`src/hw/rtl/rcs_pkg.sv`:
```
// Package: shared types, codes and constants of the rejection coefficient sampler.
`timescale 1ns / 1ps
package rcs_pkg;

   // Field widths
   localparam int BYTE_W    = 8;
   localparam int VALUE_W   = 17;
   localparam int INDEX_W   = 10;
   localparam int COUNT_W   = 11;
   localparam int MODE_W    = 2;
   localparam int STEP_W    = 3;
   localparam int CSR_IDX_W = 2;
   localparam int CSR_DAT_W = 17;

   // Default upper limit on the coefficient target
   localparam int MAX_COEFS_DEFAULT = 1024;

   // Sampling modes
   localparam logic [MODE_W-1:0] MODE_UNIFORM = 2'd0;
   localparam logic [MODE_W-1:0] MODE_ETA1    = 2'd1;
   localparam logic [MODE_W-1:0] MODE_ETA2    = 2'd2;

   // Register indexes
   localparam logic [CSR_IDX_W-1:0] CSR_SAMPLE_MODE = 2'd0;
   localparam logic [CSR_IDX_W-1:0] CSR_Q_BOUND     = 2'd1;
   localparam logic [CSR_IDX_W-1:0] CSR_COEF_TARGET = 2'd2;

   // Register reset values
   localparam logic [MODE_W-1:0]  SAMPLE_MODE_RESET = MODE_ETA1;
   localparam logic [VALUE_W-1:0] Q_BOUND_RESET     = 17'h10000;
   localparam int                 COEF_TARGET_RESET = 256;

   // Eta-1: bytes at or above this are rejected; last base-3 digit index
   localparam logic [BYTE_W-1:0] ETA1_LIMIT     = 8'd243;
   localparam logic [STEP_W-1:0] ETA1_LAST_STEP = 3'd4;

   // Division by 3 of a byte: (x * 171) >> 9
   localparam logic [7:0] DIV3_MUL   = 8'd171;
   localparam int         DIV3_SHIFT = 9;

   // Division by 5 of a nibble: (x * 205) >> 10
   localparam logic [7:0] DIV5_MUL   = 8'd205;
   localparam int         DIV5_SHIFT = 10;

   // Eta-2: rejected nibble value
   localparam logic [3:0] NIB_REJECT = 4'hF;

   // One result item
   typedef struct packed {
      logic signed [VALUE_W-1:0] coef_value;
      logic                      coef_valid;
      logic [INDEX_W-1:0]        coef_index;
      logic [COUNT_W-1:0]        sampled_count;
      logic                      target_reached;
      logic                      run_last;
   } rsp_type;

   // Outcome of one step of the shared sampling unit
   typedef struct packed {
      logic                      emit;
      logic                      done;
      logic signed [VALUE_W-1:0] value;
      logic [BYTE_W-1:0]         work_next;
      logic                      hold_set;
      logic                      hold_clear;
   } step_res_type;

endpackage

```
`src/hw/rtl/rcs_if.sv`:
```
// Interfaces: request, response and register-write channels of the sampler.
`timescale 1ns / 1ps
interface rcs_req_if;
   logic                    valid;
   logic                    ready;
   logic [rcs_pkg::BYTE_W-1:0] rand_byte;
   logic                    start_new;
   logic                    end_of_buffer;

   modport source (output valid, output rand_byte, output start_new,
                   output end_of_buffer, input ready);
   modport sink   (input valid, input rand_byte, input start_new,
                   input end_of_buffer, output ready);
endinterface

interface rcs_rsp_if;
   logic                              valid;
   logic                              ready;
   logic signed [rcs_pkg::VALUE_W-1:0] coef_value;
   logic                              coef_valid;
   logic [rcs_pkg::INDEX_W-1:0]       coef_index;
   logic [rcs_pkg::COUNT_W-1:0]       sampled_count;
   logic                              target_reached;
   logic                              run_last;

   modport source (output valid, output coef_value, output coef_valid,
                   output coef_index, output sampled_count,
                   output target_reached, output run_last, input ready);
   modport sink   (input valid, input coef_value, input coef_valid,
                   input coef_index, input sampled_count,
                   input target_reached, input run_last, output ready);
endinterface

interface rcs_csr_if;
   logic                           valid;
   logic                           ready;
   logic [rcs_pkg::CSR_IDX_W-1:0]  index;
   logic [rcs_pkg::CSR_DAT_W-1:0]  data;

   modport source (output valid, output index, output data, input ready);
   modport sink   (input valid, input index, input data, output ready);
endinterface

```
`src/hw/rtl/rejection_coefficient_sampler.sv`:
```
// Top level: rejection coefficient sampler with sequencer and output register.
// Each byte is accepted in idle, takes 1 to 5 unit steps and is then flushed;
// a new byte is taken only after the last one is flushed. The shared step unit
// produces at most one coefficient per cycle while the output register is free.
// A stalled response port holds the sequencer until the output register frees.
// Reset (synchronous): counter and pairing cleared, registers to defaults.
`timescale 1ns / 1ps
module rejection_coefficient_sampler #(
   parameter int MAX_COEFS = rcs_pkg::MAX_COEFS_DEFAULT
) (
   input  logic      clock,
   input  logic      reset,
   rcs_req_if.sink   req_ch,
   rcs_rsp_if.source rsp_ch,
   rcs_csr_if.sink   csr_ch
);
   import rcs_pkg::*;

   localparam logic [1:0] S_IDLE  = 2'd0;
   localparam logic [1:0] S_RUN   = 2'd1;
   localparam logic [1:0] S_FLUSH = 2'd2;

   logic [MODE_W-1:0]  sample_mode;
   logic [VALUE_W-1:0] q_bound;
   logic [COUNT_W-1:0] eff_target;
   step_res_type       step_res;

   logic [1:0]         state_ff, state_in;
   logic [BYTE_W-1:0]  work_ff, work_in;
   logic [STEP_W-1:0]  step_ff, step_in;
   logic               eob_ff, eob_in;
   logic [COUNT_W-1:0] counter_ff, counter_in;
   logic [BYTE_W-1:0]  held_ff, held_in;
   logic               hold_ff, hold_in;
   rsp_type            pend_ff, pend_in;
   logic               pend_valid_ff, pend_valid_in;
   rsp_type            rsp_ff, rsp_in;
   logic               rsp_valid_ff, rsp_valid_in;
   logic               req_accept;
   logic               out_free;
   logic [COUNT_W-1:0] counter_inc;

   rcs_csr #(.MAX_COEFS(MAX_COEFS)) u_csr (
      .clock       (clock),
      .reset       (reset),
      .csr_ch      (csr_ch),
      .sample_mode (sample_mode),
      .q_bound     (q_bound),
      .eff_target  (eff_target)
   );

   rcs_step_unit u_step (
      .sample_mode (sample_mode),
      .step_idx    (step_ff),
      .work        (work_ff),
      .held_byte   (held_ff),
      .byte_held   (hold_ff),
      .q_bound     (q_bound),
      .counter     (counter_ff),
      .target      (eff_target),
      .res         (step_res)
   );

   assign req_ch.ready = (state_ff == S_IDLE) && !reset;
   assign req_accept   = req_ch.valid && req_ch.ready;
   assign out_free     = !rsp_valid_ff || rsp_ch.ready;
   assign counter_inc  = counter_ff + COUNT_W'(1);

   // Sequencer: accept a byte, step the shared unit, then flush the last item
   always_comb begin
      state_in      = state_ff;
      work_in       = work_ff;
      step_in       = step_ff;
      eob_in        = eob_ff;
      counter_in    = counter_ff;
      held_in       = held_ff;
      hold_in       = hold_ff;
      pend_in       = pend_ff;
      pend_valid_in = pend_valid_ff;
      rsp_in        = rsp_ff;
      rsp_valid_in  = rsp_valid_ff && !rsp_ch.ready;

      case (state_ff)
         S_IDLE: begin
            if (req_accept) begin
               work_in  = req_ch.rand_byte;
               eob_in   = req_ch.end_of_buffer;
               step_in  = '0;
               state_in = S_RUN;
               if (req_ch.start_new) begin
                  counter_in = '0;
                  held_in    = '0;
                  hold_in    = 1'b0;
               end
            end
         end
         S_RUN: begin
            if (out_free) begin
               work_in = step_res.work_next;
               step_in = step_ff + STEP_W'(1);
               if (step_res.hold_set) begin
                  held_in = work_ff;
                  hold_in = 1'b1;
               end
               if (step_res.hold_clear) begin
                  held_in = '0;
                  hold_in = 1'b0;
               end
               if (step_res.emit) begin
                  // previous coefficient is known not to be the last one
                  if (pend_valid_ff) begin
                     rsp_in       = pend_ff;
                     rsp_valid_in = 1'b1;
                  end
                  counter_in             = counter_inc;
                  pend_in.coef_value     = step_res.value;
                  pend_in.coef_valid     = 1'b1;
                  pend_in.coef_index     = counter_ff[INDEX_W-1:0];
                  pend_in.sampled_count  = counter_inc;
                  pend_in.target_reached = (counter_inc >= eff_target);
                  pend_in.run_last       = 1'b0;
                  pend_valid_in          = 1'b1;
               end
               if (step_res.done) begin
                  state_in = S_FLUSH;
               end
            end
         end
         S_FLUSH: begin
            if (out_free) begin
               if (pend_valid_ff) begin
                  rsp_in          = pend_ff;
                  rsp_in.run_last = 1'b1;
                  rsp_valid_in    = 1'b1;
               end else if (eob_ff) begin
                  rsp_in.coef_value     = '0;
                  rsp_in.coef_valid     = 1'b0;
                  rsp_in.coef_index     = '0;
                  rsp_in.sampled_count  = counter_ff;
                  rsp_in.target_reached = (counter_ff >= eff_target);
                  rsp_in.run_last       = 1'b1;
                  rsp_valid_in          = 1'b1;
               end
               if (eob_ff) begin
                  held_in = '0;
                  hold_in = 1'b0;
               end
               pend_valid_in = 1'b0;
               state_in      = S_IDLE;
            end
         end
         default: state_in = S_IDLE;
      endcase
   end

   // Control registers
   always_ff @(posedge clock) begin
      if (reset) begin
         state_ff      <= S_IDLE;
         counter_ff    <= '0;
         held_ff       <= '0;
         hold_ff       <= 1'b0;
         pend_valid_ff <= 1'b0;
         rsp_valid_ff  <= 1'b0;
         eob_ff        <= 1'b0;
         step_ff       <= '0;
      end else begin
         state_ff      <= state_in;
         counter_ff    <= counter_in;
         held_ff       <= held_in;
         hold_ff       <= hold_in;
         pend_valid_ff <= pend_valid_in;
         rsp_valid_ff  <= rsp_valid_in;
         eob_ff        <= eob_in;
         step_ff       <= step_in;
      end
   end

   // Payload registers
   always_ff @(posedge clock) begin
      work_ff <= work_in;
      pend_ff <= pend_in;
      rsp_ff  <= rsp_in;
   end

   // Response port
   assign rsp_ch.valid          = rsp_valid_ff;
   assign rsp_ch.coef_value     = rsp_ff.coef_value;
   assign rsp_ch.coef_valid     = rsp_ff.coef_valid;
   assign rsp_ch.coef_index     = rsp_ff.coef_index;
   assign rsp_ch.sampled_count  = rsp_ff.sampled_count;
   assign rsp_ch.target_reached = rsp_ff.target_reached;
   assign rsp_ch.run_last       = rsp_ff.run_last;

   // No coefficient may linger in the pending slot between bytes
   a_idle_no_pending: assert property (@(posedge clock) disable iff (reset)
      (state_ff == S_IDLE) |-> !pend_valid_ff)
      else $error("pending coefficient left while idle");

   // A coefficient item counts itself: index is the count before it
   a_index_matches_count: assert property (@(posedge clock) disable iff (reset)
      (rsp_valid_ff && rsp_ff.coef_valid) |->
      (rsp_ff.sampled_count[INDEX_W-1:0] == rsp_ff.coef_index + INDEX_W'(1)))
      else $error("coefficient index and count disagree");

   // A status item always closes its byte
   a_status_is_last: assert property (@(posedge clock) disable iff (reset)
      (rsp_valid_ff && !rsp_ff.coef_valid) |-> rsp_ff.run_last)
      else $error("status item not marked last");

   // The counter moves only while a byte is in work
   a_counter_idle_stable: assert property (@(posedge clock) disable iff (reset)
      (state_ff == S_IDLE && !req_accept) |=> $stable(counter_ff))
      else $error("counter changed while idle");

endmodule

```
`src/hw/rtl/rcs_csr.sv`:
```
// Configuration registers: mode, uniform bound and clamped coefficient target.
`timescale 1ns / 1ps
module rcs_csr #(
   parameter int MAX_COEFS = rcs_pkg::MAX_COEFS_DEFAULT
) (
   input  logic                         clock,
   input  logic                         reset,
   rcs_csr_if.sink                      csr_ch,
   output logic [rcs_pkg::MODE_W-1:0]   sample_mode,
   output logic [rcs_pkg::VALUE_W-1:0]  q_bound,
   output logic [rcs_pkg::COUNT_W-1:0]  eff_target
);
   import rcs_pkg::*;

   localparam logic [COUNT_W-1:0] TARGET_RESET =
      (COEF_TARGET_RESET > MAX_COEFS) ? COUNT_W'(MAX_COEFS) : COUNT_W'(COEF_TARGET_RESET);

   logic [MODE_W-1:0]  mode_ff, mode_in;
   logic [VALUE_W-1:0] bound_ff, bound_in;
   logic [COUNT_W-1:0] target_ff, target_in;
   logic [COUNT_W-1:0] wr_target;
   logic               wr_en;

   assign csr_ch.ready = !reset;
   assign wr_en        = csr_ch.valid && csr_ch.ready;
   assign wr_target    = csr_ch.data[COUNT_W-1:0];

   // Register writes; the target is clamped once when written
   always_comb begin
      mode_in   = mode_ff;
      bound_in  = bound_ff;
      target_in = target_ff;
      if (wr_en) begin
         case (csr_ch.index)
            CSR_SAMPLE_MODE: mode_in  = csr_ch.data[MODE_W-1:0];
            CSR_Q_BOUND:     bound_in = csr_ch.data[VALUE_W-1:0];
            CSR_COEF_TARGET: begin
               target_in = (32'(wr_target) > MAX_COEFS) ? COUNT_W'(MAX_COEFS) : wr_target;
            end
            default: ;
         endcase
      end
   end

   always_ff @(posedge clock) begin
      if (reset) begin
         mode_ff   <= SAMPLE_MODE_RESET;
         bound_ff  <= Q_BOUND_RESET;
         target_ff <= TARGET_RESET;
      end else begin
         mode_ff   <= mode_in;
         bound_ff  <= bound_in;
         target_ff <= target_in;
      end
   end

   assign sample_mode = mode_ff;
   assign q_bound     = bound_ff;
   assign eff_target  = target_ff;

endmodule

```
`src/hw/rtl/rcs_step_unit.sv`:
```
// Shared sampling unit: one pairing, base-3 digit or nibble step per cycle while the sequencer is not held.
`timescale 1ns / 1ps
module rcs_step_unit (
   input  logic [rcs_pkg::MODE_W-1:0]  sample_mode,
   input  logic [rcs_pkg::STEP_W-1:0]  step_idx,
   input  logic [rcs_pkg::BYTE_W-1:0]  work,
   input  logic [rcs_pkg::BYTE_W-1:0]  held_byte,
   input  logic                        byte_held,
   input  logic [rcs_pkg::VALUE_W-1:0] q_bound,
   input  logic [rcs_pkg::COUNT_W-1:0] counter,
   input  logic [rcs_pkg::COUNT_W-1:0] target,
   output rcs_pkg::step_res_type       res
);
   import rcs_pkg::*;

   logic [15:0]        prod3;
   logic [BYTE_W-1:0]  quot3;
   logic [1:0]         rem3;
   logic [3:0]         nib;
   logic [11:0]        prod5;
   logic [1:0]         quot5;
   logic [2:0]         rem5;
   logic [VALUE_W-1:0] pair;

   // Digit arithmetic by reciprocal multiplication
   always_comb begin
      prod3 = 16'(work) * 16'(DIV3_MUL);
      quot3 = BYTE_W'(prod3 >> DIV3_SHIFT);
      rem3  = 2'(work - 8'(quot3 * 8'd3));
      nib   = (step_idx == '0) ? work[3:0] : work[7:4];
      prod5 = 12'(nib) * 12'(DIV5_MUL);
      quot5 = 2'(prod5 >> DIV5_SHIFT);
      rem5  = 3'(nib - 4'(quot5) * 4'd5);
      pair  = {1'b0, work, held_byte};
   end

   // Step outcome per mode
   always_comb begin
      res            = '0;
      res.work_next  = work;
      if (counter >= target) begin
         res.done = 1'b1;
      end else begin
         case (sample_mode)
            MODE_UNIFORM: begin
               res.done = 1'b1;
               if (byte_held) begin
                  res.hold_clear = 1'b1;
                  res.emit       = (pair < q_bound);
                  res.value      = pair;
               end else begin
                  res.hold_set = 1'b1;
               end
            end
            MODE_ETA1: begin
               if (step_idx == '0 && work >= ETA1_LIMIT) begin
                  res.done = 1'b1;
               end else begin
                  res.emit      = 1'b1;
                  res.value     = (rem3 == 2'd2) ? -VALUE_W'(1) : VALUE_W'(rem3);
                  res.work_next = quot3;
                  res.done      = (step_idx == ETA1_LAST_STEP);
               end
            end
            MODE_ETA2: begin
               res.emit  = (nib != NIB_REJECT);
               res.value = VALUE_W'(2) - VALUE_W'(rem5);
               res.done  = (step_idx != '0);
            end
            default: res.done = 1'b1;
         endcase
      end
   end

endmodule

```
`src/flat_wrapper.sv`:
```
// flat-port wrapper written by rule: the top's interface ports become plain ports
module rejection_coefficient_sampler_flat import rcs_pkg::*;
#(
   parameter int MAX_COEFS = rcs_pkg::MAX_COEFS_DEFAULT
)
  (clock, reset, req_ch_valid, req_ch_rand_byte, req_ch_start_new, req_ch_end_of_buffer, req_ch_ready, rsp_ch_valid, rsp_ch_coef_value, rsp_ch_coef_valid, rsp_ch_coef_index, rsp_ch_sampled_count, rsp_ch_target_reached, rsp_ch_run_last, rsp_ch_ready, csr_ch_valid, csr_ch_index, csr_ch_data, csr_ch_ready);
  rcs_req_if req_ch_i ();
  rcs_rsp_if rsp_ch_i ();
  rcs_csr_if csr_ch_i ();
  input  logic clock;
  input  logic reset;
  input wire logic [$bits(req_ch_i.valid)-1:0] req_ch_valid;
  input wire logic [$bits(req_ch_i.rand_byte)-1:0] req_ch_rand_byte;
  input wire logic [$bits(req_ch_i.start_new)-1:0] req_ch_start_new;
  input wire logic [$bits(req_ch_i.end_of_buffer)-1:0] req_ch_end_of_buffer;
  output wire logic [$bits(req_ch_i.ready)-1:0] req_ch_ready;
  output wire logic [$bits(rsp_ch_i.valid)-1:0] rsp_ch_valid;
  output wire logic [$bits(rsp_ch_i.coef_value)-1:0] rsp_ch_coef_value;
  output wire logic [$bits(rsp_ch_i.coef_valid)-1:0] rsp_ch_coef_valid;
  output wire logic [$bits(rsp_ch_i.coef_index)-1:0] rsp_ch_coef_index;
  output wire logic [$bits(rsp_ch_i.sampled_count)-1:0] rsp_ch_sampled_count;
  output wire logic [$bits(rsp_ch_i.target_reached)-1:0] rsp_ch_target_reached;
  output wire logic [$bits(rsp_ch_i.run_last)-1:0] rsp_ch_run_last;
  input wire logic [$bits(rsp_ch_i.ready)-1:0] rsp_ch_ready;
  input wire logic [$bits(csr_ch_i.valid)-1:0] csr_ch_valid;
  input wire logic [$bits(csr_ch_i.index)-1:0] csr_ch_index;
  input wire logic [$bits(csr_ch_i.data)-1:0] csr_ch_data;
  output wire logic [$bits(csr_ch_i.ready)-1:0] csr_ch_ready;
  assign req_ch_i.valid = req_ch_valid;
  assign req_ch_i.rand_byte = req_ch_rand_byte;
  assign req_ch_i.start_new = req_ch_start_new;
  assign req_ch_i.end_of_buffer = req_ch_end_of_buffer;
  assign req_ch_ready = req_ch_i.ready;
  assign rsp_ch_valid = rsp_ch_i.valid;
  assign rsp_ch_coef_value = rsp_ch_i.coef_value;
  assign rsp_ch_coef_valid = rsp_ch_i.coef_valid;
  assign rsp_ch_coef_index = rsp_ch_i.coef_index;
  assign rsp_ch_sampled_count = rsp_ch_i.sampled_count;
  assign rsp_ch_target_reached = rsp_ch_i.target_reached;
  assign rsp_ch_run_last = rsp_ch_i.run_last;
  assign rsp_ch_i.ready = rsp_ch_ready;
  assign csr_ch_i.valid = csr_ch_valid;
  assign csr_ch_i.index = csr_ch_index;
  assign csr_ch_i.data = csr_ch_data;
  assign csr_ch_ready = csr_ch_i.ready;
  rejection_coefficient_sampler #(.MAX_COEFS(MAX_COEFS)) u_core (.clock(clock), .reset(reset), .req_ch(req_ch_i), .rsp_ch(rsp_ch_i), .csr_ch(csr_ch_i));
endmodule
```
`config.mk`:
```
export PLATFORM = sky130hd
export DESIGN_NAME = rejection_coefficient_sampler_flat
export DESIGN_NICKNAME = d
export VERILOG_FILES = /design/src/hw/rtl/rcs_pkg.sv /design/src/hw/rtl/rcs_if.sv /design/src/hw/rtl/rejection_coefficient_sampler.sv /design/src/hw/rtl/rcs_csr.sv /design/src/hw/rtl/rcs_step_unit.sv /design/src/flat_wrapper.sv
export SDC_FILE = /design/constraint.sdc
export NUM_CORES = 1
export LEC_CHECK = 0
export ABC_AREA = 1
export BUFFER_PORTS_ARGS = -buffer_cell sky130_fd_sc_hd__buf_2
export CORE_MARGIN = 5
export CORE_UTILIZATION = 50
export CTS_CLUSTER_DIAMETER = 80
export DETAILED_ROUTE_END_ITERATION = 16
export GPL_ROUTABILITY_DRIVEN = 1
export PLACE_DENSITY = 0.74
export SLEW_MARGIN = 40
export SYNTH_ARGS = -nofsm -noshare
export SYNTH_HDL_FRONTEND = slang
export SYNTH_SLANG_ARGS = --single-unit
```
`constraint.sdc`:
```
create_clock -name clock -period 5.1 [get_ports clock]
set_clock_uncertainty 0.15 [all_clocks]
set_input_delay 0.51 -clock clock [delete_from_list [all_inputs] [get_ports clock]]
set_output_delay 0.51 -clock clock [all_outputs]
set_load 0.01 [all_outputs]
```
; ---- Word-level counts from Yosys, hierarchy flattened
; Index checks and enable logic that the tools add are counted.
; Widths: inputs -> output; s select.
[totals]
register_bits = 146
inputBits = 34
output_inout_bits = 44
elab_cells = 155
[classes]
addsub = 5
mul = 4
order_cmp = 5
n_eq_ne = 22
mux = 68
n_reduce_logical = 29
[op_table]
columns = op, n
row1 = $mux 41, 6
row2 = $pmux 41 s2, 1
row3 = $mux 8, 10
row4 = $mux 11, 5
row5 = $pmux 17 s3, 1
row6 = $mux 25, 1
row7 = $pmux 8 s3, 1
row8 = $mux 1, 23
row9 = $ge 11x11->1, 2
row10 = $pmux 11 s2, 1
row11 = $lt 16x17->1, 1
row12 = $mux 17, 1
row13 = $mul 8x8->16 const B, 1
row14 = $mux 16, 1
row15 = $pmux 8 s2, 1
row16 = $ne 2x1->1 const B, 7
row17 = $mul 4x8->12 const B, 1
row18 = $reduce_and 6->1, 2
row19 = $add 11x1->11 const B, 1
row20 = $gt 11x11->1 const B, 1
row21 = $mux 10, 1
row22 = $mux 2, 5
row23 = $eq 2x2->1 const B, 4
row24 = $ge 8x8->1 const B, 1
row25 = 29 further kinds, 54

; ---- Depth between registers and ports, before layout
; Gate-level depths: netlist of run 1.
[depth]
depth_word = 12
ltp_mapped = 28
ltp_nobuf = 27

; ---- Cells and area by module
; From an unflattened synthesis of run 1, not the netlist that was laid out.
[unflattened]
hier_cells = 1105
area_unflattened_um2 = 9416.5
[modules_own_cells]
columns = module, n_inst, cells_each, area_each_um2, seq_area_each_um2
row1 = rejection_coefficient_sampler, 1, 514, 5197.5, 3203.1
row2 = rcs_step_unit, 1, 433, 3010.4, 0.0
row3 = rcs_csr, 1, 158, 1208.7, 600.6

; ---- Worst setup path before layout of run 1
; Ideal clock, no wire load.
[synth_timing]
path_kind = reg2reg
from = register u_core.work_ff[1]
to = register u_core.pend_ff[31] (netlist name) (data pin)
setup_time_ps = 252
arrival_ps = 4645
t_required_ps = 4698
path_slack_ps = 53
path_stages_with_launch = 24
n_path_buf = 1
period_less_slack_ps = 5047
cell_sequence = edfxtp_1 ha_1 fa_1 fa_1 fa_1 ha_1 a21oi_1 o21a_1 nand2_2 nand2_2 nand2_2 ha_1 inv_1 ha_1 nor2_1 xor2_1 nand3_1 nand3_1 nand2_1 nand3_2 nand3_2 nand2_4 buf_12 nand2_2
[synth_via]
elab_chain_len = 7
word_cells_on_any_way = 14
cone_classes = 3 x add/sub / 4 x mul / 1 x order compare / 1 x eq/ne / 4 x mux / 1 x reduce/logical
[synth_lines]
columns = item, line
row1 = from (decl), rejection_coefficient_sampler.sv:29  ; logic [BYTE_W-1:0] work_ff, work_in;
row2 = from (signal assigned), rejection_coefficient_sampler.sv:181  ; work_ff <= work_in;
row3 = $mul 8x8->16, rcs_step_unit.sv:27  ; prod3 = 16'(work) * 16'(DIV3_MUL);
row4 = $mul 7x2->2, rcs_step_unit.sv:29  ; rem3 = 2'(work - 8'(quot3 * 8'd3));
row5 = $sub 2x2->2, rcs_step_unit.sv:29
row6 = $eq 2x2->1, rcs_step_unit.sv:60  ; res.value = (rem3 == 2'd2) ? -VALUE_W'(1) : VALUE_W'(rem3);
row7 = $mux 17, rcs_step_unit.sv:60
row8 = $mux 25, rcs_step_unit.sv:56  ; if (step_idx == '0 && work >= ETA1_LIMIT) begin
row9 = $pmux 17 s3 *, rcs_step_unit.sv:44  ; case (sample_mode)
row10 = to (signal assigned), rejection_coefficient_sampler.sv:182  ; pend_ff <= pend_in;
row11 = to (decl), rejection_coefficient_sampler.sv:35  ; rsp_type pend_ff, pend_in;
; Every way passes the cells marked *; elsewhere a longest branch is shown, timed or not. The select of a mux whose other input is x is not followed.
; A chain may end at the register's enable or synchronous reset.

; ---- Final worst setup path of run 1
[layout_timing]
from = register u_core.work_ff[3]
to = register u_core.pend_ff[28] (netlist name) (data pin)
; Same word-level chain as after synthesis.

==> qor.csv, run 1 <==
stage;metric;value;unit
detailed_routing;drc violations;0;
placement;# port buffers;77;
run_status;status;completed;
clocking;Root Buffer;clkbuf_16;
global_routing;initial antenna violation count;0;
timing;Slew Viols, Final;0;
timing;Fin. Hold Viols;0;
detailed_routing;routed len/inst;14.8;µm
placement;DP HPWL;14900;µm
timing;Tmin final;4.95;ns
placement;number of instances in the placed design;1302;
critical_path;Crit-path slowest cell;fa_1;
placement;routability congestion estimate;0.922;
job;MaxCap Viol Count;0;
floorplan;FP Rows;48;
detailed_routing;Antenna Violating Nets Remaining;0;
floorplan;# IOs;78;
critical_path;Worst Path Required;5.24;ns
synthesis;Synth area leaders;edfxtp_1 (30%), ha_1 (15%), dfxtp_1 (13%);
detailed_routing;final WL;19800;µm
floorplan;Initial Util;51.1;%
critical_path;maximum fanout along the worst path;7;
detailed_routing;first-pass detailed-route iteration total;5;
synthesis;sequential area share after synthesis;43.0;%
floorplan;DIE WIDTH;143;µm
floorplan;die span in y;143;µm
layout;area grow syn2layout;16.4;%
layout;number of inserted diodes;0;
layout;cell area after layout;10300;µm²
timing;Hold Slack;0.162;ns
floorplan;Core ar.;17300;µm²
timing;Max Clk Rate;202;MHz
critical_path;slowest stage delay, CP;0.58;ns
clocking;TritonCTS clock tree;yes;
global_routing;largest net degree at the start of global routing;39;
synthesis;Ys Warns;0;
clocking;TritonCTS buffer count;17;
synthesis;synth unique cells;49;
min_path;worst hold path class;input port to flip-flop;
global_routing;first-pass GRT wire length;32100;µm
clocking;clock slew at reported path FFs;0.06;ns
synthesis;Yosys top cell by area;edfxtp_1;
clocking;hold buffers post-CTS;0;
critical_path;crit-path cells;ha_4 -> fa_1 -> fa_1 -> fa_1 -> ha_4 -> a21oi_2 -> o21a_1 -> nand2_2 -> nand2_4 -> nand2_4 -> ha_4 -> inv_1 -> ha_1 -> nor2_2 -> xor2_2 -> inv_1 -> nand3_1 -> nand3_1 -> nand2_2 -> nand3_2 -> nand3_4 -> nand2_8 -> nand2_2;
placement;Post-Place Cell Area;9520;µm²
timing;max_slew headroom;47.1;%
global_routing;total track usage;19.7;%
critical_path;Worst Setup End Kind;flip-flop;
critical_path;Worst EP arrival;5.09;ns
detailed_routing;via count;6927;
synthesis;area share of the largest cell type after synthesis;29.9;%
layout;Final Non-Filler Cells;1339;
clocking;CTS Sinks;146;
global_routing;number of global-route vias before repair;6645;
detailed_routing;post-DR vias/cell;5.17;
timing;Worst Tran Pin Value;0.788;ns
synthesis;Synth Instances;1009;
clocking;# H-tree levels;4;
synthesis;area of the mapped netlist;8840;µm²
detailed_routing;DR iter-0 viols;461;
layout;share of cells above drive strength 1;16.6;%
layout;Final #Nets;1254;
timing;fin crit share;97.1;%
clocking;clk buf depth;2;
synthesis;syn_nets;1162;
synthesis;Syn Area/Cell;8.76;µm²
critical_path;Critical Path Source Type;flip-flop;
clocking;clk_lat worst skew;0.42;ns
synthesis;synthesized flop and latch total;146;
global_routing;Overflow after GRT;0;
critical_path;worst setup path category;flip-flop to flip-flop;
timing;# setup viols final;0;
floorplan;die area;20400;µm²
-- layout by cell type, fill, tap and decap left out, types with 6 or more instances in the layout --
| cell type | count |
|---|---|
| a21oi_1 | 62 |
| buf_2 | 77 |
| buf_4 | 18 |
| clkbuf_16 | 17 |
| clkinv_4 | 6 |
| dfxtp_1 | 58 |
| edfxtp_1 | 88 |
| fa_1 | 13 |
| ha_1 | 100 |
| inv_1 | 165 |
| nand2_1 | 190 |
| nand2_2 | 19 |
| nand3_1 | 57 |
| nand3_2 | 8 |
| nand4_1 | 11 |
| nor2_1 | 80 |
| nor3_1 | 6 |
| o21ai_0 | 49 |
| xor2_1 | 10 |
-- flip-flops by register name (all words and copies together), names as in the netlist, 2 cells and up --
| signal | count |
|---|---|
| u_core.counter_ff | 11 |
| u_core.held_ff | 8 |
| u_core.state_ff | 2 |
| u_core.step_ff | 3 |
| u_core.u_csr.sample_mode | 2 |
| u_core.u_csr.eff_target | 11 |
| u_core.pend_ff | 39 |
| u_core.u_csr.q_bound | 17 |
| u_core.rsp_ch.coef_value | 17 |
| u_core.work_ff | 8 |
| u_core.rsp_ch.coef_index | 10 |
| u_core.rsp_ch.sampled_count | 11 |
-- final timing paths --
path	cells after the start	slack [ns]	endpoint	from
hold / removal	3	0.16	u_core.u_csr.q_bound[16]$_SDFFE_PP1P_	csr_ch_data[16]
setup / recovery	23	0.15	u_core.pend_ff[28]$_SDFFCE_PN0P_	u_core.work_ff[3]$_DFFE_PP_
hold reg to reg	2	0.31	u_core.u_csr.q_bound[5]$_SDFFE_PP0P_	u_core.u_csr.q_bound[5]$_SDFFE_PP0P_
setup reg to reg	23	0.15	u_core.pend_ff[28]$_SDFFCE_PN0P_	u_core.work_ff[3]$_DFFE_PP_
-- logic make-up after synthesis --
family          after synthesis  share of synthesized area [%]
simple gates                388                           19.4
buf+inv                     192                           8.55
compound gates              148                           9.50
flops                       146                           43.0
fa+ha+maj                   119                           18.0
xor+xnor                     15                           1.49
mux                           1                          0.127
-- layout make-up --
type | instances | area [µm²]
inverters | 169 | 636
fillers | 1494 | 7010
flip-flops and latches | 146 | 3800
clock buffers | 20 | 437
clock inverters | 12 | 160
multi-input cells | 672 | 4450
repair buffers | 95 | 520
well taps | 225 | 282
-- worst max-delay path: cells and delay by family, from the launching register on --
kind / cells / cell delay [ns]
xor+xnor: 1 / 0.21
flops: 1 / 0.44
buf+inv: 2 / 0.13
fa+ha+maj: 7 / 2.45
compound gates: 2 / 0.34
simple gates: 11 / 1.10
-- timing repair --
item                                    in CTS  in global routing
cloned                                       1                  0
pin swaps                                    5                 14
gates resized for setup                      6                 10
buffers inserted                             0                  4
endpoints found under the setup margin      15                 17
-- through the flow --
| stage | util, % | setup slack (ns) | TNS, ns |
|---|---|---|---|
| after floorplan | - | 0.0525 | 0 |
| after global placement | 55.0 | 0.0912 | 0 |
| after detailed placement | 55.0 | -0.140 | -1.35 |
| after CTS | 58.8 | 0.00927 | 0 |
| after global routing | 59.5 | -0.0335 | -0.273 |
| final | 59.5 | 0.146 | 0 |
-- routing by layer --
metal | global-route usage (%) | wire, µm | share of wire [%] | vias to the layer above
li1 | - | - | - | 3519
met1 | 27.3 | 9320 | 47 | 3172
met3 | 4.52 | 1240 | 6.2 | 25
met5 | 0 | 0 | 0 | -
met4 | 5.65 | 251 | 1.3 | 0
met2 | 31.3 | 9010 | 45 | 211
-- Yosys cell counts, drive strengths merged --
cell and count:
nand2 214, inv 168, ha 106, edfxtp 88
nor2 85, nand3 66, a21oi 64, dfxtp 58
o21ai 53, clkbuf 18, fa 13, nand4 11
xor2 11, nor3 8, buf 5, o31ai 5
a211oi 4, a31oi 4, xnor2 4, a21o 3
o21a 3, o211ai 2, o32ai 2, a2111oi 1
a21boi 1, a22o 1, and2 1, clkinv 1
mux2 1, nand3b 1, nor4 1, o2111ai 1
o21bai 1, o221ai 1, o311ai 1, o41ai 1
or2 1
Power of run 1 is not shown: default switching activity piles up to over one toggle a cycle in this logic, so the estimate is an artifact.
==> run 2: changes to the inputs <==
--- a/config.mk
+++ b/config.mk
@@ -8,11 +8,11 @@
 export ABC_AREA = 1
 export BUFFER_PORTS_ARGS = -buffer_cell sky130_fd_sc_hd__buf_2
 export CORE_MARGIN = 5
-export CORE_UTILIZATION = 50
+export CORE_UTILIZATION = 41
 export CTS_CLUSTER_DIAMETER = 80
 export DETAILED_ROUTE_END_ITERATION = 16
 export GPL_ROUTABILITY_DRIVEN = 1
-export PLACE_DENSITY = 0.74
+export PLACE_DENSITY = 0.64
 export SLEW_MARGIN = 40
 export SYNTH_ARGS = -nofsm -noshare
 export SYNTH_HDL_FRONTEND = slang
==> qor.csv, run 2 (synthesis results as in run 1) <==
stage;metric;value;unit
critical_path;r2r endpoint;u_core.pend_ff[31]$_SDFFCE_PN0P_;
layout;Fill cells;2004;
detailed_routing;DR iter-0 viols;533;
timing;max_slew headroom;49.7;%
detailed_routing;routed len/inst;14.5;µm
critical_path;slowest stage delay, CP;0.61;ns
clocking;Root Buffer;clkbuf_16;
placement;# port buffers;77;
floorplan;Core ar.;21200;µm²
timing;# setup viols final;0;
placement;routability congestion estimate;0.841;
clocking;clock slew at reported path FFs;0.06;ns
floorplan;die span in y;157;µm
critical_path;Worst Setup End Kind;flip-flop;
layout;share of cells above drive strength 1;17.1;%
global_routing;number of global-route vias before repair;6357;
timing;Tmin final;4.97;ns
floorplan;Initial Util;41.8;%
floorplan;DIE WIDTH;157;µm
clocking;clk buf depth;2;
clocking;TritonCTS clock tree;yes;
timing;fin crit share;97.5;%
critical_path;maximum fanout along the worst path;7;
clocking;CTS Sinks;146;
clocking;# H-tree levels;4;
timing;Worst Tran Pin Value;0.749;ns
global_routing;initial antenna violation count;0;
floorplan;FP Rows;53;
global_routing;total track usage;16.7;%
detailed_routing;drc violations;0;
global_routing;M2 GR Usage;25.1;%
layout;Register Area;3800;µm²
layout;Final #Nets;1254;
timing;Final WS setup;0.126;ns
critical_path;Critical Path Source Type;flip-flop;
global_routing;global routing's busiest layer;met2;
placement;DP HPWL;15500;µm
layout;Largest Register;u_core.pend_ff;
detailed_routing;post-DR vias/cell;4.91;
min_path;worst hold path class;input port to flip-flop;
detailed_routing;final WL;20200;µm
run_status;status;completed;
floorplan;die area;24600;µm²
global_routing;first-pass GRT wire length;32600;µm
clocking;clk_lat worst skew;0.42;ns
critical_path;Worst EP arrival;5.00;ns
critical_path;Worst Path Required;5.12;ns
timing;unrepaired setup endpoints after global routing;true;
timing;Slew Viols, Final;0;
critical_path;R2R Path Start;u_core.work_ff[3]$_DFFE_PP_;
layout;most frequent cells in the layout;nand2_1 (188), inv_1 (164), ha_1 (100), edfxtp_1 (88), nor2_1 (80);
detailed_routing;Antenna Violating Nets Remaining;0;
global_routing;met3 Use GR;3.35;%
critical_path;Reg2Reg Setup Slack;0.13;ns
global_routing;met1 Track Usage GR;24.6;%
critical_path;Worst Reg-to-Reg Cells;22;
layout;area grow syn2layout;17.0;%
min_path;worst min-delay path startpoint;csr_ch_data[16];
critical_path;Crit-path slowest cell;fa_1;
detailed_routing;first-pass detailed-route iteration total;4;
global_routing;largest net degree at the start of global routing;39;
layout;number of inserted diodes;0;
placement;Placement Setup Slack;-0.145;ns
layout;final core occ;48.9;%
layout;commonest non-fill, non-tap cell in the layout;nand2_1;
detailed_routing;via count;6825;
global_routing;Overflow after GRT;0;
clocking;TritonCTS buffer count;17;
layout;max reg flops;39;
timing;Fin. Hold Viols;0;
floorplan;# IOs;78;
job;MaxCap Viol Count;0;
layout;multi-input combinational cell area;4450;µm²
critical_path;crit-path cells;ha_4 -> fa_1 -> fa_1 -> fa_1 -> ha_4 -> a21oi_2 -> o21a_1 -> nand2_2 -> nand2_4 -> nand2_4 -> ha_4 -> inv_2 -> ha_4 -> nor2_4 -> xor2_2 -> nand3_1 -> nand3_1 -> nand2_2 -> nand3_2 -> nand3_4 -> nand2_8 -> nand2_2;
timing;Max Clk Rate;201;MHz
critical_path;most frequent CP cell;ha_4;
min_path;Hold EP;u_core.u_csr.q_bound[16]$_SDFFE_PP1P_;
critical_path;worst setup path category;flip-flop to flip-flop;
min_path;Hold Path Depth;3;
-- run 2: how the worst max path moves through the flow --
| stage | startpoint | endpoint | slack (ns) | cells past startpoint |
|---|---|---|---|---|
| finish | u_core.work_ff[3]$_DFFE_PP_ | u_core.pend_ff[31]$_SDFFCE_PN0P_ | 0.13 | 22 |
| global route | u_core.work_ff[3]$_DFFE_PP_ | u_core.pend_ff[31]$_SDFFCE_PN0P_ | -0.02 | 22 |
| CTS | u_core.work_ff[1]$_DFFE_PP_ | u_core.pend_ff[28]$_SDFFCE_PN0P_ | 0.03 | 22 |
| detailed placement | u_core.work_ff[1]$_DFFE_PP_ | u_core.pend_ff[28]$_SDFFCE_PN0P_ | -0.14 | 22 |
| global placement | u_core.work_ff[1]$_DFFE_PP_ | u_core.pend_ff[27]$_SDFFCE_PN0P_ | 0.08 | 22 |
| floorplan | u_core.work_ff[1]$_DFFE_PP_ | u_core.pend_ff[31]$_SDFFCE_PN0P_ | 0.05 | 23 |
-- run 2: worst max-delay path: cells and delay by family (launching register included) --
family                     cells  cell delay, ns
and+or+nand+nor               11            1.07
AOI/OAI and AO/OA              2            0.32
DFF                            1            0.44
adders and majority gates      7            2.53
buffers and inverters          1            0.04
xor gates and xnor gates       1            0.20
-- run 2: layout make-up --
type                    instances  area share (%)
flip-flops and latches        146            36.8
clock buffers                  18            4.15
clock inverters                14            1.51
inverters                     169            6.15
well taps                     275            3.33
repair buffers                 95            5.03
multi-input cells             672            43.1
-- run 2: per-layer routing --
metal	wire, µm	part of all wire [%]
met5	0	0
met2	8840	44
met3	979	4.8
met1	10100	50
met4	274	1.4
-- run 2: metrics by stage --
stage               cells  TNS, ns  hold WS (ns)  cell area, µm²
floorplan            1009        0         0.283            8840
global placement     1352        0         0.302            9570
finish               1389        0         0.162           10300
CTS                  1386        0         0.148           10200
detailed placement   1352    -1.47         0.306            9580
global route         1389  -0.0960         0.183           10300
-- run 2: timing repair --
action / 4_1_cts / 5_1_grt
hold buffers: 0 / 0
endpoints found under the setup margin: 15 / 17
pin swaps: 6 / 18
gates resized for setup: 5 / 17
buffers inserted: 1 / 3
gates cloned: 1 / 0
endpoints found under the hold margin: 0 / 0
Power of run 2 is left out for the same reason.
==> run 3: changes to the inputs <==
--- a/config.mk
+++ b/config.mk
@@ -5,7 +5,6 @@
 export SDC_FILE = /design/constraint.sdc
 export NUM_CORES = 1
 export LEC_CHECK = 0
-export ABC_AREA = 1
 export BUFFER_PORTS_ARGS = -buffer_cell sky130_fd_sc_hd__buf_2
 export CORE_MARGIN = 5
 export CORE_UTILIZATION = 41
==> qor.csv, run 3 <==
stage;metric;value;unit
layout;Largest Register;u_core.pend_ff;
global_routing;initial antenna violation count;0;
synthesis;Synth Flop Type;edfxtp_1;
timing;unrepaired setup endpoints after global routing;true;
layout;Final #Nets;1042;
layout;number of inserted diodes;0;
synthesis;area share of the largest cell type after synthesis;31.0;%
critical_path;Crit-path slowest cell;fa_1;
floorplan;die span in y;154;µm
critical_path;worst setup path category;flip-flop to flip-flop;
clocking;# H-tree levels;4;
synthesis;Async SR Flop Fraction;0;%
layout;area grow syn2layout;18.3;%
layout;share of cells above drive strength 1;21.2;%
timing;fin crit share;102;%
floorplan;Initial Util;41.9;%
clocking;CTS Sinks;146;
critical_path;crit-path cells;ha_4 -> fa_1 -> fa_1 -> fa_1 -> ha_4 -> a211o_1 -> or2_4 -> a2bb2oi_2 -> xor2_1 -> ha_1 -> inv_1 -> ha_2 -> nor2_2 -> xnor2_1 -> xnor3_2 -> mux2i_4 -> a21oi_4 -> a21o_1;
run_status;failing checks;negative setup slack;
synthesis;Ys Warns;0;
critical_path;Worst Path Required;5.12;ns
critical_path;most frequent CP cell;fa_1;
critical_path;Reg2Reg Setup Slack;-0.09;ns
timing;Fin. Hold Viols;0;
global_routing;first-pass GRT wire length;30400;µm
synthesis;Syn Area/Cell;10.9;µm²
synthesis;Synth top cells by count;ha_1 (106), edfxtp_1 (88), inv_1 (71), nand2_1 (62), dfxtp_1 (58);
layout;most frequent cells in the layout;ha_1 (102), edfxtp_1 (88), buf_2 (77), inv_1 (71), nand2_1 (62);
timing;max_slew headroom;48.1;%
placement;routability congestion estimate;0.792;
synthesis;Post-synth EDFFs;88;
layout;max reg flops;39;
synthesis;Synth Instances;781;
timing;setup total negative slack;-1.12;ns
global_routing;largest net degree at the start of global routing;43;
timing;# setup viols final;13;
synthesis;cell with the most instances after synthesis;ha_1;
detailed_routing;routed len/inst;15.7;µm
timing;Slew Viols, Final;0;
critical_path;Worst Setup End Kind;flip-flop;
placement;# port buffers;77;
detailed_routing;final WL;18400;µm
clocking;Root Buffer;clkbuf_16;
min_path;worst hold path class;input port to flip-flop;
detailed_routing;via count;5974;
global_routing;total track usage;15.7;%
placement;DP HPWL;13600;µm
floorplan;# IOs;78;
clocking;TritonCTS clock tree;yes;
global_routing;Overflow after GRT;0;
timing;Max Clk Rate;193;MHz
floorplan;die area;23800;µm²
run_status;status;complete, but fails checks;
synthesis;syn_nets;934;
synthesis;synthesized flop and latch total;146;
clocking;TritonCTS buffer count;17;
detailed_routing;DR iter-0 viols;261;
clocking;clk buf depth;2;
detailed_routing;first-pass detailed-route iteration total;5;
synthesis;sequential area share after synthesis;44.6;%
synthesis;Synth area leaders;edfxtp_1 (31%), ha_1 (16%), dfxtp_1 (14%);
synthesis;Yosys top cell by area;edfxtp_1;
detailed_routing;drc violations;0;
timing;Worst Tran Pin Value;0.779;ns
job;MaxCap Viol Count;0;
layout;commonest non-fill, non-tap cell in the layout;ha_1;
clocking;clk_lat worst skew;0.42;ns
timing;Tmin final;5.19;ns
detailed_routing;Antenna Violating Nets Remaining;0;
critical_path;maximum fanout along the worst path;7;
floorplan;FP Rows;52;
floorplan;Core ar.;20400;µm²
global_routing;number of global-route vias before repair;5913;
synthesis;area of the mapped netlist;8520;µm²
detailed_routing;post-DR vias/cell;5.10;
floorplan;DIE WIDTH;154;µm
synthesis;synth unique cells;77;
timing;Final WS setup;-0.0943;ns
critical_path;Worst EP arrival;5.21;ns
clocking;clock slew at reported path FFs;0.06;ns
critical_path;Critical Path Source Type;flip-flop;
critical_path;slowest stage delay, CP;0.51;ns
[run 3: cell types whose count changed in the layout (fill, tap and decap cells not counted), sizes merged, moves of 28 or more]
cell | previous run | this run
nand2 | 215 | 62
o21ai | 53 | 24
nor2 | 85 | 38
and2 | 1 | 29
nand3 | 66 | 14
inv | 171 | 80
[run 3: what timing repair did]
item | 4_1_cts | 5_1_grt
resized for setup | 6 | 5
gates cloned | 1 | 0
endpoints found under the setup margin | 16 | 17
setup buffers | 1 | 2
pin swaps | 4 | 0
hold buffers | 0 | 0
[run 3: metrics by stage]
step                area [µm²]  hold slack [ns]  util (%)  instances  setup slack, ns
detailed placement        9430            0.300      46.3       1136           -0.316
global placement          9420            0.295      46.3       1136           -0.177
finish                   10100            0.176      49.5       1172          -0.0943
global route             10100            0.174      49.5       1172           -0.278
floorplan                 8570            0.285         -        781           -0.189
CTS                      10000            0.162      49.3       1170          -0.0980
[run 3: final cells by class]
| cell class | count | area (µm²) |
|---|---|---|
| Fill cell | 1865 | 10300 |
| Multi-Input combinational cell | 540 | 4470 |
| Sequential cell | 146 | 3800 |
| Timing Repair Buffer | 111 | 641 |
| Clock buffer | 18 | 439 |
| Tap cell | 270 | 338 |
| Inverter | 73 | 274 |
| Clock inverter | 14 | 116 |
[run 3: final timing paths]
check | from | end | cells after the start
setup reg to reg | u_core.work_ff[3]$_DFFE_PP_ | u_core.pend_ff[37]$_SDFFCE_PN0P_ | 18
hold reg to reg | u_core.u_csr.q_bound[6]$_SDFFE_PP0P_ | u_core.u_csr.q_bound[6]$_SDFFE_PP0P_ | 2
setup / recovery | u_core.work_ff[3]$_DFFE_PP_ | u_core.pend_ff[37]$_SDFFCE_PN0P_ | 18
hold / removal | csr_ch_data[16] | u_core.u_csr.q_bound[16]$_SDFFE_PP1P_ | 3
[run 3: layer usage]
layer  share of wire [%]  track usage (%)  vias up  wire length, µm
met5                   0                0        -                0
met4                0.75             3.45        0              138
met3                 4.9             3.49        9              906
met2                  45             24.7      132             8250
met1                  49             22.2     2793             9100
li1                    -                -     3040                -
[run 3: cells by family (layout without fill, tap and decap cells)]
group,count (synthesis),count (layout),share of synthesized area [%]
flip-flops,146,146,44.6
multiplexers,21,21,2.89
AO/OA/AOI/OAI,167,168,14.2
buffers and inverters,96,216,4.49
XOR/XNOR,21,21,2.32
adder cells (fa/ha/maj),119,119,18.6
AND/OR/NAND/NOR,211,211,12.9
[run 3: worst max-delay path: cells and delay by family, from the launching register on]
kind,cells,cell delay (ns)
compound gates,4,0.74
mux,1,0.29
simple gates,2,0.30
xor+xnor,3,0.66
fa+ha+maj,7,2.31
flops,1,0.43
buf+inv,1,0.07
Power of run 3 is left out for the same reason.
